**config.mk**
```make
export PLATFORM = sky130hd
export DESIGN_NAME = char_range_expander_unit
export DESIGN_NICKNAME = d
export VERILOG_FILES = /design/src/rtl/cre_pkg.sv /design/src/rtl/cre_front.sv /design/src/rtl/cre_queue.sv /design/src/rtl/cre_back.sv /design/src/rtl/char_range_expander_unit.sv
export SDC_FILE = /design/constraint.sdc
export NUM_CORES = 1
export LEC_CHECK = 0
export BUFFER_PORTS_ARGS = -buffer_cell sky130_fd_sc_hd__buf_2
export CORE_ASPECT_RATIO = 0.75
export CORE_MARGIN = 5
export CORE_UTILIZATION = 40
export CTS_CLUSTER_SIZE = 10
export DETAILED_ROUTE_END_ITERATION = 12
export SYNTH_ARGS = -nofsm -noshare
export SYNTH_HDL_FRONTEND = slang
export SYNTH_SLANG_ARGS = --single-unit
```
**constraint.sdc**
```tcl
create_clock -name clock -period 8.8 [get_ports clock]
set_input_delay 0 -clock clock [delete_from_list [all_inputs] [get_ports clock]]
set_output_delay 0 -clock clock [all_outputs]
set_load 0.05 [all_outputs]
```
**src/rtl/cre_pkg.sv**
```systemverilog
// Shared types, character constants and the class function of the range expander.
package cre_pkg;

   localparam logic [7:0] CHAR_LOWER_A = 8'h61;
   localparam logic [7:0] CHAR_LOWER_Z = 8'h7A;
   localparam logic [7:0] CHAR_UPPER_A = 8'h41;
   localparam logic [7:0] CHAR_UPPER_Z = 8'h5A;
   localparam logic [7:0] CHAR_DIGIT_0 = 8'h30;
   localparam logic [7:0] CHAR_DIGIT_9 = 8'h39;
   localparam logic [7:0] CHAR_DASH    = 8'h2D;

   localparam logic [1:0] CLS_NONE  = 2'd0;
   localparam logic [1:0] CLS_LOWER = 2'd1;
   localparam logic [1:0] CLS_UPPER = 2'd2;
   localparam logic [1:0] CLS_DIGIT = 2'd3;

   localparam int QUEUE_DEPTH_DEFAULT = 4;

   // Queued command: optional literal dash, then optional chars lo..hi inclusive.
   typedef struct packed {
      logic       lead_dash;
      logic       body;
      logic [7:0] lo;
      logic [7:0] hi;
      logic       str_last;
   } cmd_type;

   function automatic logic [1:0] char_class(input logic [7:0] c);
      logic [1:0] k;
      k = CLS_NONE;
      if (c >= CHAR_LOWER_A && c <= CHAR_LOWER_Z) k = CLS_LOWER;
      else if (c >= CHAR_UPPER_A && c <= CHAR_UPPER_Z) k = CLS_UPPER;
      else if (c >= CHAR_DIGIT_0 && c <= CHAR_DIGIT_9) k = CLS_DIGIT;
      return k;
   endfunction

endpackage

```
**src/rtl/cre_front.sv**
```systemverilog
// Front end: accepts requests, tracks dash and previous character, builds commands.
module cre_front import cre_pkg::*; (
   input  logic       clock,
   input  logic       reset,
   input  logic       req_tvalid,
   output logic       req_tready,
   input  logic [7:0] req_tdata,
   input  logic       req_tlast,
   input  logic       q_full,
   output logic       push,
   output cmd_type    push_cmd
);

   logic       have_prev_ff, have_prev_in;
   logic       dash_held_ff, dash_held_in;
   logic [7:0] prev_ff, prev_in;
   logic [7:0] start_ff, start_in;

   logic       accept;
   logic       hit;
   logic       hold;
   logic [1:0] start_cls;

   assign req_tready = !q_full;
   assign accept     = req_tvalid && req_tready;
   assign start_cls  = char_class(start_ff);

   always_comb begin
      hit = dash_held_ff && (start_cls != CLS_NONE) &&
            (char_class(req_tdata) == start_cls) && (req_tdata > start_ff);
      hold = !hit && (req_tdata == CHAR_DASH) && have_prev_ff && !req_tlast;

      push_cmd.lead_dash = dash_held_ff && !hit;
      push_cmd.body      = hit || !hold;
      push_cmd.lo        = hit ? (start_ff + 8'd1) : req_tdata;
      push_cmd.hi        = req_tdata;
      push_cmd.str_last  = req_tlast;
      push = accept && (push_cmd.lead_dash || push_cmd.body);

      have_prev_in = have_prev_ff;
      dash_held_in = dash_held_ff;
      prev_in      = prev_ff;
      start_in     = start_ff;
      if (accept) begin
         have_prev_in = !req_tlast;
         dash_held_in = hold;
         prev_in      = req_tdata;
         // a failed range leaves the literal dash as the raw previous character
         if (hold) start_in = (dash_held_ff && !hit) ? CHAR_DASH : prev_ff;
      end
   end

   always_ff @(posedge clock) begin
      if (reset) begin
         have_prev_ff <= 1'b0;
         dash_held_ff <= 1'b0;
      end else begin
         have_prev_ff <= have_prev_in;
         dash_held_ff <= dash_held_in;
      end
   end

   always_ff @(posedge clock) begin
      prev_ff  <= prev_in;
      start_ff <= start_in;
   end

endmodule

```
**src/rtl/cre_queue.sv**
```systemverilog
// Short command queue between front and back.
module cre_queue import cre_pkg::*; #(
   parameter int DEPTH = QUEUE_DEPTH_DEFAULT
) (
   input  logic    clock,
   input  logic    reset,
   input  logic    push,
   input  cmd_type push_cmd,
   output logic    full,
   input  logic    pop,
   output logic    empty,
   output cmd_type pop_cmd
);

   localparam int PTR_W = (DEPTH > 1) ? $clog2(DEPTH) : 1;
   localparam int CNT_W = $clog2(DEPTH + 1);

   cmd_type            slot_ff [DEPTH];
   logic [PTR_W-1:0]   wr_ptr_ff, wr_ptr_in;
   logic [PTR_W-1:0]   rd_ptr_ff, rd_ptr_in;
   logic [CNT_W-1:0]   count_ff, count_in;

   assign full    = (count_ff == CNT_W'(DEPTH));
   assign empty   = (count_ff == '0);
   assign pop_cmd = slot_ff[rd_ptr_ff];

   always_comb begin
      wr_ptr_in = wr_ptr_ff;
      rd_ptr_in = rd_ptr_ff;
      if (push) wr_ptr_in = (wr_ptr_ff == PTR_W'(DEPTH - 1)) ? '0 : wr_ptr_ff + 1'b1;
      if (pop)  rd_ptr_in = (rd_ptr_ff == PTR_W'(DEPTH - 1)) ? '0 : rd_ptr_ff + 1'b1;
      count_in = count_ff + CNT_W'(push) - CNT_W'(pop);
   end

   always_ff @(posedge clock) begin
      if (reset) begin
         wr_ptr_ff <= '0;
         rd_ptr_ff <= '0;
         count_ff  <= '0;
      end else begin
         wr_ptr_ff <= wr_ptr_in;
         rd_ptr_ff <= rd_ptr_in;
         count_ff  <= count_in;
      end
   end

   always_ff @(posedge clock) begin
      if (push) slot_ff[wr_ptr_ff] <= push_cmd;
   end

   a_no_overflow: assert property (@(posedge clock) disable iff (reset)
      push |-> (!full || pop))
      else $error("queue push while full");

   a_no_underflow: assert property (@(posedge clock) disable iff (reset)
      pop |-> !empty)
      else $error("queue pop while empty");

endmodule

```
**src/rtl/cre_back.sv**
```systemverilog
// Back end: runs queued commands and emits one character per cycle while the output is not stalled.
module cre_back import cre_pkg::*; (
   input  logic       clock,
   input  logic       reset,
   input  logic       q_empty,
   input  cmd_type    pop_cmd,
   output logic       pop,
   output logic       rsp_tvalid,
   input  logic       rsp_tready,
   output logic [7:0] rsp_tdata,
   output logic       rsp_tlast,
   output logic       rsp_tuser
);

   logic       busy_ff, busy_in;
   logic       cur_dash_ff, cur_dash_in;
   logic       cur_body_ff, cur_body_in;
   logic [7:0] cur_lo_ff, cur_lo_in;
   logic [7:0] cur_hi_ff, cur_hi_in;
   logic       cur_last_ff, cur_last_in;

   logic       rsp_valid_ff, rsp_valid_in;
   logic [7:0] rsp_char_ff, rsp_char_in;
   logic       rsp_run_ff, rsp_run_in;
   logic       rsp_end_ff, rsp_end_in;

   logic       adv;
   logic       fin;

   assign adv = !rsp_valid_ff || rsp_tready;
   assign fin = cur_dash_ff ? !cur_body_ff : (cur_lo_ff == cur_hi_ff);

   always_comb begin
      busy_in      = busy_ff;
      cur_dash_in  = cur_dash_ff;
      cur_body_in  = cur_body_ff;
      cur_lo_in    = cur_lo_ff;
      cur_hi_in    = cur_hi_ff;
      cur_last_in  = cur_last_ff;
      rsp_valid_in = rsp_valid_ff;
      rsp_char_in  = rsp_char_ff;
      rsp_run_in   = rsp_run_ff;
      rsp_end_in   = rsp_end_ff;
      pop          = 1'b0;
      if (adv) begin
         rsp_valid_in = busy_ff;
         if (busy_ff) begin
            rsp_char_in = cur_dash_ff ? CHAR_DASH : cur_lo_ff;
            rsp_run_in  = fin;
            rsp_end_in  = fin && cur_last_ff;
            if (cur_dash_ff) cur_dash_in = 1'b0;
            else cur_lo_in = cur_lo_ff + 8'd1;
            if (fin) busy_in = 1'b0;
         end
         // load the next command in the cycle the current one finishes
         if ((!busy_ff || fin) && !q_empty) begin
            pop         = 1'b1;
            busy_in     = 1'b1;
            cur_dash_in = pop_cmd.lead_dash;
            cur_body_in = pop_cmd.body;
            cur_lo_in   = pop_cmd.lo;
            cur_hi_in   = pop_cmd.hi;
            cur_last_in = pop_cmd.str_last;
         end
      end
   end

   always_ff @(posedge clock) begin
      if (reset) begin
         busy_ff      <= 1'b0;
         cur_dash_ff  <= 1'b0;
         rsp_valid_ff <= 1'b0;
      end else begin
         busy_ff      <= busy_in;
         cur_dash_ff  <= cur_dash_in;
         rsp_valid_ff <= rsp_valid_in;
      end
   end

   always_ff @(posedge clock) begin
      cur_body_ff <= cur_body_in;
      cur_lo_ff   <= cur_lo_in;
      cur_hi_ff   <= cur_hi_in;
      cur_last_ff <= cur_last_in;
      rsp_char_ff <= rsp_char_in;
      rsp_run_ff  <= rsp_run_in;
      rsp_end_ff  <= rsp_end_in;
   end

   assign rsp_tvalid = rsp_valid_ff;
   assign rsp_tdata  = rsp_char_ff;
   assign rsp_tlast  = rsp_end_ff;
   assign rsp_tuser  = rsp_run_ff;

   a_range_order: assert property (@(posedge clock) disable iff (reset)
      (busy_ff && !cur_dash_ff) |-> (cur_lo_ff <= cur_hi_ff))
      else $error("range cursor passed its end");

   a_cmd_nonempty: assert property (@(posedge clock) disable iff (reset)
      pop |-> (pop_cmd.lead_dash || pop_cmd.body))
      else $error("command without any result");

endmodule

```
**src/rtl/char_range_expander_unit.sv**
```systemverilog
// Top level of the character range expander: front, command queue, back.
//
//  channel | dir | tdata          | tlast      | tuser
//  req_    | in  | [7:0] in_char  | in_last    | -
//  rsp_    | out | [7:0] out_char | string_end | run_last
//
// The back end emits a range of n characters as n results, one after another.
// A plain character passes through a queue slot and the back-end registers to the output.
// A dash that is neither first nor last yields nothing until its successor arrives.
// Synchronous reset clears string state, queue pointers and output valid.
// Requests stall only while all QUEUE_DEPTH command slots are full, e.g. behind a long range.
module char_range_expander_unit import cre_pkg::*; #(
   parameter int QUEUE_DEPTH = QUEUE_DEPTH_DEFAULT
) (
   input  logic       clock,
   input  logic       reset,
   input  logic       req_tvalid,
   output logic       req_tready,
   input  logic [7:0] req_tdata,   // [7:0] in_char
   input  logic       req_tlast,
   output logic       rsp_tvalid,
   input  logic       rsp_tready,
   output logic [7:0] rsp_tdata,   // [7:0] out_char
   output logic       rsp_tlast,
   output logic       rsp_tuser    // [0] run_last
);

   logic    q_full;
   logic    q_empty;
   logic    push;
   logic    pop;
   cmd_type push_cmd;
   cmd_type pop_cmd;

   cre_front u_front (
      .clock      (clock),
      .reset      (reset),
      .req_tvalid (req_tvalid),
      .req_tready (req_tready),
      .req_tdata  (req_tdata),
      .req_tlast  (req_tlast),
      .q_full     (q_full),
      .push       (push),
      .push_cmd   (push_cmd)
   );

   cre_queue #(.DEPTH(QUEUE_DEPTH)) u_queue (
      .clock    (clock),
      .reset    (reset),
      .push     (push),
      .push_cmd (push_cmd),
      .full     (q_full),
      .pop      (pop),
      .empty    (q_empty),
      .pop_cmd  (pop_cmd)
   );

   cre_back u_back (
      .clock      (clock),
      .reset      (reset),
      .q_empty    (q_empty),
      .pop_cmd    (pop_cmd),
      .pop        (pop),
      .rsp_tvalid (rsp_tvalid),
      .rsp_tready (rsp_tready),
      .rsp_tdata  (rsp_tdata),
      .rsp_tlast  (rsp_tlast),
      .rsp_tuser  (rsp_tuser)
   );

endmodule

```
==> out/qor.csv, run 1 <==
stage,metric,value,unit
synthesis,synth_nets,379,
synthesis,synth_area,5710,µm²
critical_path,path_cells,"xor2_1, nor4_2, a31oi_2, nor2_1, ha_1, inv_1, ha_1, fa_1, nor2b_1",
cells_and_area,multiInputGateArea,1700,µm²
critical_path,endpoint_kind,flip-flop,
detailed_routing,routedWlPerCell,18.1,µm
detailed_routing,vias,2988,
die,start_util,41.3,%
clock_network,cts_root_buffer,clkbuf_16,
sta,setup_viol,0,
global_route,grt_use_total,13.6,%
global_route,antenna_found_initial,0,
pwr,power,2170,µW
die,placeableCoreArea,13800,µm²
global_route,grt_max_degree,20,
global_route,grt_pass1_vias,3093,
global_route,overflow,0,
synthesis,synthFlopType,edfxtp_1,
pwr,p_per_area,324,nW/µm²
sta,hold_viol,0,
critical_path,startpoint,u_back.cur_lo_ff[5]$_DFFE_PP_,
synthesis,ys_seq_elements,134,
detailed_routing,wl,10.5,mm
clock_network,numCtsBuffers,17,
sta,max_freq,310,MHz
clock_network,cts_resized,0,
sta,period_minus_slack,3.23,ns
synthesis,syn_inst,346,
detailed_routing,drc,0,
pwr,irDropWorstVdd,187,µV
flow_run,maxCapViolations,0,
critical_path,path_buf_inv,1,
worst_hold_path,hold_class,in2reg,
die,die_x,148,µm
cells_and_area,fillers,1170,
outcome,status,completed,
clock_network,cts_sinks,134,
detailed_routing,drt_pass1_iterations,4,
cells_and_area,mostFrequentLayoutCell,edfxtp_1,
synthesis,synth_top_cell_area_share,63.1,%
critical_path,max_stage_delay,0.71,ns
detailed_routing,routed_via_density,5.17,
clock_network,clk_latency,0.41,ns
die,io_pins,25,
placed_design,port_buffers,24,
critical_path,critPathMostFrequentCell,ha_1,
detailed_routing,drtIter0Drc,151,
synthesis,synthArstFlopShare,0,%
critical_path,crit_path_top_delay_cell,nor2_1,
die,die-area,16800,µm²
pwr,power.leakage,0.00237,µW
critical_path,critical_path_class,reg2reg,
placed_design,dp_hpwl,6.73,mm
cells_and_area,layout-drive-gt1-share,24.6,%
critical_path,critical-path-top-delay-family,simple AND/OR/NAND/NOR gates,
synthesis,synth_top_cell_by_area,edfxtp_1,
worst_hold_path,hold_start,req_tlast,
die,die_h,113,µm
clock_network,clockBufferDepth,2,
sta,finalMaxSlewViolations,0,
sta,maxSlewHeadroom,29.1,%
clock_network,cts_tree,yes,
sta,timing.final.crit_share,36.7,%
critical_path,crit-reg2reg-launch,u_back.cur_lo_ff[5]$_DFFE_PP_,
critical_path,path_max_fanout,11,
synthesis,yosysSeqAreaShare,68.0,%
sta,rsz0062_at_grt,no,
critical_path,required,9.10,ns
cells_and_area,ff_latch_area,3880,µm²
synthesis,netlist_top_cells_area,"edfxtp_1, mux4_2, dfxtp_1, ha_1, mux2_2",
clock_network,htreeDepth,4,
global_route,grt_pass1_wl,17.2,mm
cells_and_area,fin_nets,423,
critical_path,cp.arrival,3.53,ns
synthesis,ys_warn_count,0,
cells_and_area,n_antenna_cell,0,
sta,setup_tns,0,ns
placed_design,gp_congestion,0.789,
sta,finClkSkew,0.0108,ns
detailed_routing,detail-route-antenna-nets,0,
cells_and_area,area_delta_synth_final,17.3,%
cells_and_area,final_cell_mix,"edfxtp_1, buf_2, inv_1, mux4_2, ha_1",
clock_network,clkTransAtPathRegs,0.06,ns
synthesis,synth_edf_count,120,
sta,tightest_slew,1.06,ns
die,placementRows,37,
synthesis,synthDistinctLibCells,50,
synthesis,avgSynthCellArea,16.5,µm²
critical_path,critPathLaunchType,flip-flop,
sequential cells by signal (all words and copies together) (netlist names), 2 cells and up, named ones only:
name               cells
u_queue.rd_ptr_ff      2
u_queue.count_ff       3
u_queue.wr_ptr_ff      2
u_back.rsp_tdata       8
u_back.cur_lo_ff       8
u_front.start_ff       8
u_back.cur_hi_ff       8
u_queue.slot_ff       76
u_front.prev_ff        8
cell usage after synthesis (2+ instances only):
cell type and number:
a21oi_1 10, xnor2_1 9, clkbuf_1 9, and2_1 6, nor2b_1 6, nor3_1 4, o21a_1 2, or2_2 4
buf_2 2, or4_1 2, a21o_1 5, mux2i_1 4, dfxtp_1 14, and3_1 3, edfxtp_1 120, o21ai_0 2
a21boi_0 4, nand3_1 11, mux4_2 19, nand2b_1 3, nand4_1 2, o22ai_1 2, mux2_2 11, ha_1 19
inv_1 20, nand2_1 9, xor2_1 11, nor2_1 11
cells by family after synthesis:
| logic type | count (synthesis) | synth area share, % |
|---|---|---|
| XOR/XNOR | 20 | 3.07 |
| adder cells (fa/ha/maj) | 20 | 4.51 |
| buffers and inverters | 32 | 2.28 |
| AND/OR/NAND/NOR | 71 | 7.27 |
| multiplexers | 34 | 10.4 |
| AO/OA/AOI/OAI | 35 | 4.51 |
| flip-flops | 134 | 68.0 |
metal layers:
layer	global-route usage [%]	wire length, µm
met4	5.91	150
met1	19.3	5130
met2	20.1	4820
met5	0	0
met3	3.34	376
metrics by stage:
step | std cells | utilization [%] | worst slack (ns) | cell area, µm² | hold slack (ns)
2_1_floorplan | 346 | - | 5.92 | 5710 | 0.0716
3_3_place_gp | 534 | 43.4 | 5.63 | 6000 | 0.293
3_5_place_dp | 534 | 43.4 | 5.54 | 6000 | 0.302
4_1_cts | 578 | 48.4 | 5.54 | 6700 | 0.400
5_1_grt | 578 | 48.4 | 5.31 | 6700 | 0.448
6_report | 578 | 48.4 | 5.57 | 6700 | 0.438
where the power goes:
part | internal, µW | switching (µW) | total, µW
combinational | 231 | 314 | 545
clock | 422 | 256 | 678
sequential | 868 | 79.5 | 947
area by class of cell:
class	instances	share of cell area, %
flip-flops and latches	134	58.0
multi-input cells	180	25.3
clock buffers	19	6.61
repair buffers	37	3.70
well taps	175	3.27
clock inverters	13	1.98
inverters	20	1.12
worst register-to-register path, cell delays in order, from the launching register on:
cell	delay (ns)
edfxtp_1	0.46
xor2_1	0.20
nor4_2	0.39
a31oi_2	0.25
nor2_1	0.71
ha_1	0.36
inv_1	0.06
ha_1	0.16
fa_1	0.41
nor2b_1	0.13
path summary, 6_finish.rpt:
| kind | end | slack [ns] | depth (start not counted) |
|---|---|---|---|
| worst min register to register | u_front.start_ff[2]$_SDFFCE_PN1P_ | 0.50 | 1 |
| worst min-delay path | u_queue.slot_ff[2][0]$_DFFE_PP_ | 0.44 | 2 |
| worst max register to register | u_queue.count_ff[1]$_SDFF_PP0_ | 5.57 | 9 |
| worst max-delay path | u_queue.count_ff[1]$_SDFF_PP0_ | 5.57 | 9 |
timing repair:
| action | 4_1_cts | 5_1_grt |
|---|---|---|
| buffers inserted | 0 | 0 |
| hold buffers | 12 | 0 |
| hold endpoints to repair | 70 | 0 |
| endpoints found under the setup margin | 0 | 0 |
(Power assumes the default switching activity.)
==> run 2, diff against run 1 <==
==> constraint.sdc (replaced) <==
create_clock -name clock -period 3.3 [get_ports clock]
set_input_delay 0 -clock clock [delete_from_list [all_inputs] [get_ports clock]]
set_output_delay 0 -clock clock [all_outputs]
set_load 0.05 [all_outputs]
==> out/qor.csv, run 2 (synthesized netlist as in run 1, its figures left out) <==
stage,metric,value,unit,change
critical_path,endpoint_kind,flip-flop,,
detailed_routing,wl,10.6,mm,+1.1%
die,die-area,16800,µm²,unchanged
placed_design,gp_congestion,0.854,,+8.2%
placed_design,dp_hpwl,6.89,mm,+2.5%
critical_path,path_max_fanout,12,,+1
cells_and_area,final_cell_mix,"edfxtp_1, buf_2, inv_1, mux4_2, ha_1",,
detailed_routing,detail-route-antenna-nets,0,,unchanged
sta,maxSlewHeadroom,41.6,%,+13 points
clock_network,cts_root_buffer,clkbuf_16,,
sta,tightest_slew,0.876,ns,-0.186 ns
global_route,grt_max_degree,20,,unchanged
sta,hold_viol,0,,unchanged
critical_path,path_buf_inv,2,,+1
clock_network,cts_resized,0,,unchanged
sta,period_minus_slack,2.67,ns,
critical_path,critPathLaunchType,primary input,,
sta,setup_ws,0.628,ns,-4.94 ns
critical_path,path_cells,"dlygate4sd3_1, buf_2, or3b_1, or4_4, o21a_1, ha_1, fa_1, xnor2_1, nor2_1",,
cells_and_area,ff_latch_area,3880,µm²,unchanged
critical_path,critical-path-top-delay-family,simple AND/OR/NAND/NOR gates,,
cells_and_area,n_antenna_cell,0,,unchanged
sta,max_freq,374,MHz,
outcome,status,completed,,
detailed_routing,vias,3016,,+0.94%
cells_and_area,mostFrequentLayoutCell,edfxtp_1,,
die,io_pins,25,,unchanged
placed_design,port_buffers,24,,unchanged
clock_network,cts_tree,yes,,
sta,finalMaxSlewViolations,0,,unchanged
detailed_routing,drtIter0Drc,193,,+28%
critical_path,max_stage_delay,0.57,ns,-0.14 ns
sta,setup_viol,0,,unchanged
sta,finClkSkew,0.00584,ns,-0.00500 ns
detailed_routing,routed_via_density,5.16,,-0.27%
critical_path,critical_path_class,in2reg,,
global_route,grt_pass1_vias,3191,,+3.2%
placed_design,placedCellCount,540,,+1.1%
sta,rsz0062_at_grt,no,,
critical_path,required,3.59,ns,-5.51 ns
cells_and_area,fin_nets,430,,+1.7%
die,placeableCoreArea,13800,µm²,unchanged
die,die_h,113,µm,unchanged
cells_and_area,area_delta_synth_final,18.9,%,
global_route,grt_use_total,13.8,%,+0.18 points
clock_network,clkTransAtPathRegs,0.06,ns,about the same
global_route,grt_pass1_wl,17.4,mm,+1.5%
clock_network,cts_sinks,134,,unchanged
flow_run,maxCapViolations,0,,unchanged
placed_design,post-place-ws,0.681,ns,-4.86 ns
cells_and_area,fillers,1136,,-2.9%
cells_and_area,top_register,u_queue.slot_ff,,
pwr,power.leakage,0.00243,µW,+2.3%
pwr,p_per_area,876,nW/µm²,+170%
die,die_x,148,µm,unchanged
sta,timing.final.crit_share,81.0,%,
cells_and_area,layoutNonFillerInstCount,585,,+1.2%
pwr,irDropWorstVdd,414,µV,+120%
detailed_routing,drt_pass1_iterations,4,,unchanged
detailed_routing,drc,0,,unchanged
cells_and_area,layout-drive-gt1-share,24.9,%,+0.31 points
worst_hold_path,hold_class,in2reg,,
critical_path,cp.arrival,2.97,ns,-0.56 ns
critical_path,startpoint,req_tdata[5],,
clock_network,clk_latency,0.41,ns,about the same
clock_network,post-cts-setup-buffer-count,0,,unchanged
worst_hold_path,hold_start,req_tlast,,
clock_network,htreeDepth,4,,unchanged
cells_and_area,multiInputGateArea,1700,µm²,unchanged
critical_path,crit_path_top_delay_cell,or4_4,,
clock_network,hold_buffers,13,,+1
sta,setup_tns,0,ns,unchanged
cells_and_area,largest_register_ffs,76,,unchanged
clock_network,clockBufferDepth,2,,unchanged
die,start_util,41.3,%,unchanged
global_route,overflow,0,,unchanged
die,placementRows,37,,unchanged
detailed_routing,routedWlPerCell,18.1,µm,-0.11%
global_route,antenna_found_initial,0,,unchanged
critical_path,crit-reg2reg-launch,u_back.cur_lo_ff[2]$_DFFE_PP_,,
clock_network,numCtsBuffers,17,,unchanged
==> run 2: through the flow <==
stage               area, µm²  total power, µW  hold WS [ns]  utilization [%]
finish                   6790             5950         0.417             49.1
global route             6790             6260         0.441             49.1
CTS                      6790             6020         0.392             49.1
detailed placement       6050             4050         0.295             43.7
global placement         6050             4020         0.287             43.7
floorplan                5710             3650        0.0716                -
==> run 2: worst paths after layout <==
kind / endpoint / slack, ns / cells after the start
min reg2reg: u_front.start_ff[5]$_SDFFCE_PN1P_ / 0.50 / 1
max: u_queue.count_ff[2]$_SDFF_PP0_ / 0.63 / 9
max reg2reg: u_queue.count_ff[1]$_SDFF_PP0_ / 0.66 / 9
min: u_queue.slot_ff[2][0]$_DFFE_PP_ / 0.42 / 2
==> run 2: layer usage <==
| metal | track usage [%] | part of all wire, % | wire length (µm) |
|---|---|---|---|
| met1 | 18.7 | 49 | 5160 |
| met2 | 20.9 | 45 | 4800 |
| met3 | 4.33 | 4.6 | 491 |
| met4 | 5.42 | 1.3 | 133 |
| met5 | 0 | 0 | 0 |
==> run 2: power by group <==
group          switching (µW)  internal (µW)
Sequential                202           2310
Combinational             854            640
Clock                     692           1250
==> run 2: layout make-up <==
class | count | area share [%]
Timing Repair Buffer | 44 | 4.46
Sequential cell | 134 | 57.2
Inverter | 20 | 1.11
Clock inverter | 15 | 2.75
Multi-Input combinational cell | 180 | 25.0
Tap cell | 175 | 3.22
Clock buffer | 17 | 6.26
==> run 3, diff against run 2 <==
==> constraint.sdc (replaced) <==
create_clock -name clock -period 2.5 [get_ports clock]
set_input_delay 0 -clock clock [delete_from_list [all_inputs] [get_ports clock]]
set_output_delay 0 -clock clock [all_outputs]
set_load 0.05 [all_outputs]
==> out/qor.csv, run 3 (synthesized netlist as in run 1, its figures left out) <==
stage,metric,value,unit,change
outcome,status,completed,,
sta,setup_viol,0,,unchanged
global_route,grt_max_degree,20,,unchanged
cells_and_area,final_cell_mix,"edfxtp_1, buf_4, buf_2, inv_1, mux4_2",,
pwr,power,8260,µW,+39%
sta,max_freq,415,MHz,
flow_run,maxCapViolations,0,,unchanged
sta,maxSlewHeadroom,59.6,%,+18 points
die,placementRows,37,,unchanged
detailed_routing,drc,0,,unchanged
critical_path,endpoint_kind,flip-flop,,
die,die_h,113,µm,unchanged
detailed_routing,wl,10.9,mm,+3.1%
clock_network,cts_tree,yes,,
sta,tightest_slew,0.605,ns,-0.270 ns
global_route,overflow,0,,unchanged
die,die-area,16800,µm²,unchanged
detailed_routing,drt_pass1_iterations,4,,unchanged
pwr,power.leakage,0.00259,µW,+6.6%
global_route,grt_pass1_vias,3375,,+5.8%
critical_path,crit_path_top_delay_cell,or4_4,,
critical_path,path_max_fanout,6,,-6
clock_network,cts_root_buffer,clkbuf_16,,
detailed_routing,detail-route-antenna-nets,0,,unchanged
critical_path,max_stage_delay,0.58,ns,about the same
clock_network,cts_sinks,134,,unchanged
sta,hold_ws,0.414,ns,-0.00339 ns
worst_hold_path,hold_class,in2reg,,
clock_network,clkTransAtPathRegs,0.06,ns,about the same
sta,rsz0062_at_grt,yes,,
detailed_routing,routed_via_density,5.08,,-1.5%
critical_path,startpoint,req_tdata[7],,
cells_and_area,fin_nets,462,,+7.4%
die,start_util,41.3,%,unchanged
die,die_x,148,µm,unchanged
die,placeableCoreArea,13800,µm²,unchanged
cells_and_area,area_delta_synth_final,24.1,%,
critical_path,critical-path-top-delay-family,simple AND/OR/NAND/NOR gates,,
clock_network,htreeDepth,4,,unchanged
clock_network,clockBufferDepth,2,,unchanged
pwr,p_per_area,1170,nW/µm²,+33%
critical_path,crit-reg2reg-launch,u_front.have_prev_ff$_SDFFE_PP0P_,,
detailed_routing,vias,3132,,+3.8%
pwr,irDropWorstVdd,551,µV,+33%
cells_and_area,layout-drive-gt1-share,31.4,%,+6.6 points
clock_network,numCtsBuffers,17,,unchanged
global_route,antenna_found_initial,0,,unchanged
critical_path,cp.arrival,2.76,ns,-0.21 ns
sta,finClkSkew,0.0108,ns,+0.00496 ns
sta,hold_viol,0,,unchanged
sta,finalMaxSlewViolations,0,,unchanged
global_route,grt_pass1_wl,17.8,mm,+2.1%
critical_path,path_buf_inv,2,,unchanged
global_route,grt_use_total,14.0,%,+0.23 points
cells_and_area,largest_register_ffs,76,,unchanged
cells_and_area,top_register,u_queue.slot_ff,,
detailed_routing,drtIter0Drc,136,,-30%
worst_hold_path,hold_start,req_tlast,,
critical_path,required,2.85,ns,-0.74 ns
cells_and_area,mostFrequentLayoutCell,edfxtp_1,,
die,io_pins,25,,unchanged
sta,timing.final.crit_share,96.3,%,
placed_design,gp_congestion,0.830,,-2.8%
sta,period_minus_slack,2.41,ns,
detailed_routing,routedWlPerCell,17.7,µm,-2.2%
placed_design,dp_hpwl,7.22,mm,+4.7%
critical_path,critPathLaunchType,primary input,,
critical_path,critical_path_class,in2reg,,
placed_design,port_buffers,24,,unchanged
cells_and_area,n_antenna_cell,0,,unchanged
critical_path,path_cells,"dlygate4sd3_1, buf_2, or3b_1, or4_4, o21a_1, ha_4, fa_2, nor2b_1",,
clock_network,clk_latency,0.42,ns,about the same
==> run 3: changes by cell type in the layout (fill, tap and decap cells not counted), moves of 2 or more <==
| cell | previous run | this run |
|---|---|---|
| buf_4 | 7 | 40 |
| clkinv_4 | 3 | 0 |
| clkinv_1 | 4 | 6 |
| clkinvlp_4 | 2 | 0 |
| ha_1 | 19 | 17 |
| ha_4 | 0 | 2 |
==> run 3: area by class of cell <==
class	instances	area (µm²)
multi-input combinational	180	1750
clock buffer	18	429
tap	175	219
inverter	20	75.1
timing repair buffer	76	541
clock inverter	14	188
sequential	134	3880
fill	1096	6760
==> run 3: stage by stage <==
stage	utilization, %	setup TNS, ns	worst slack, ns	instance area [µm²]	instances
final	51.2	0	0.0920	7090	617
after global routing	51.2	-0.0362	-0.0362	7090	617
after CTS	50.7	0	0.0318	7020	612
after detailed placement	45.4	0	0.0497	6280	568
after global placement	45.4	0	0.120	6280	568
after floorplan	-	-0.0470	-0.0470	5730	346
==> run 3: path summary, 6_finish.rpt <==
path / slack (ns) / depth (start not counted) / to
max reg2reg: 0.09 / 6 / u_queue.count_ff[1]$_SDFF_PP0_
min: 0.41 / 3 / u_front.have_prev_ff$_SDFFE_PP0P_
min reg2reg: 0.49 / 2 / u_back.rsp_tvalid$_SDFFE_PP0N_
max: 0.09 / 8 / u_queue.count_ff[1]$_SDFF_PP0_
==> run 3: power by group <==
group / switching, µW / internal (µW) / total [µW]
combinational: 1300 / 1090 / 2390
clock: 890 / 1740 / 2630
sequential: 200 / 3040 / 3240
==> run 3: timing repair <==
action / 4_1_cts / 5_1_grt
hold buffers: 12 / 0
setup endpoints to repair: 0 / 10
buffers inserted: 0 / 5
gates resized for setup: 0 / 6
hold endpoints to repair: 70 / 0
==> run 3: per-layer routing <==
| metal | up-vias | track usage, % | routed length, µm |
|---|---|---|---|
| li1 | 1492 | - | - |
| met1 | 1565 | 18.1 | 5100 |
| met2 | 61 | 22.3 | 5100 |
| met3 | 14 | 4.33 | 549 |
| met4 | 0 | 5.60 | 167 |
| met5 | - | 0 | 0 |
==> run 3: worst reg2reg max path, delay by kind of cell (launching register included) <==
family / cells / cell delay [ns]
flip-flops: 1 / 0.33
adder cells (fa/ha/maj): 2 / 0.70
AO/OA/AOI/OAI: 1 / 0.25
AND/OR/NAND/NOR: 3 / 1.08
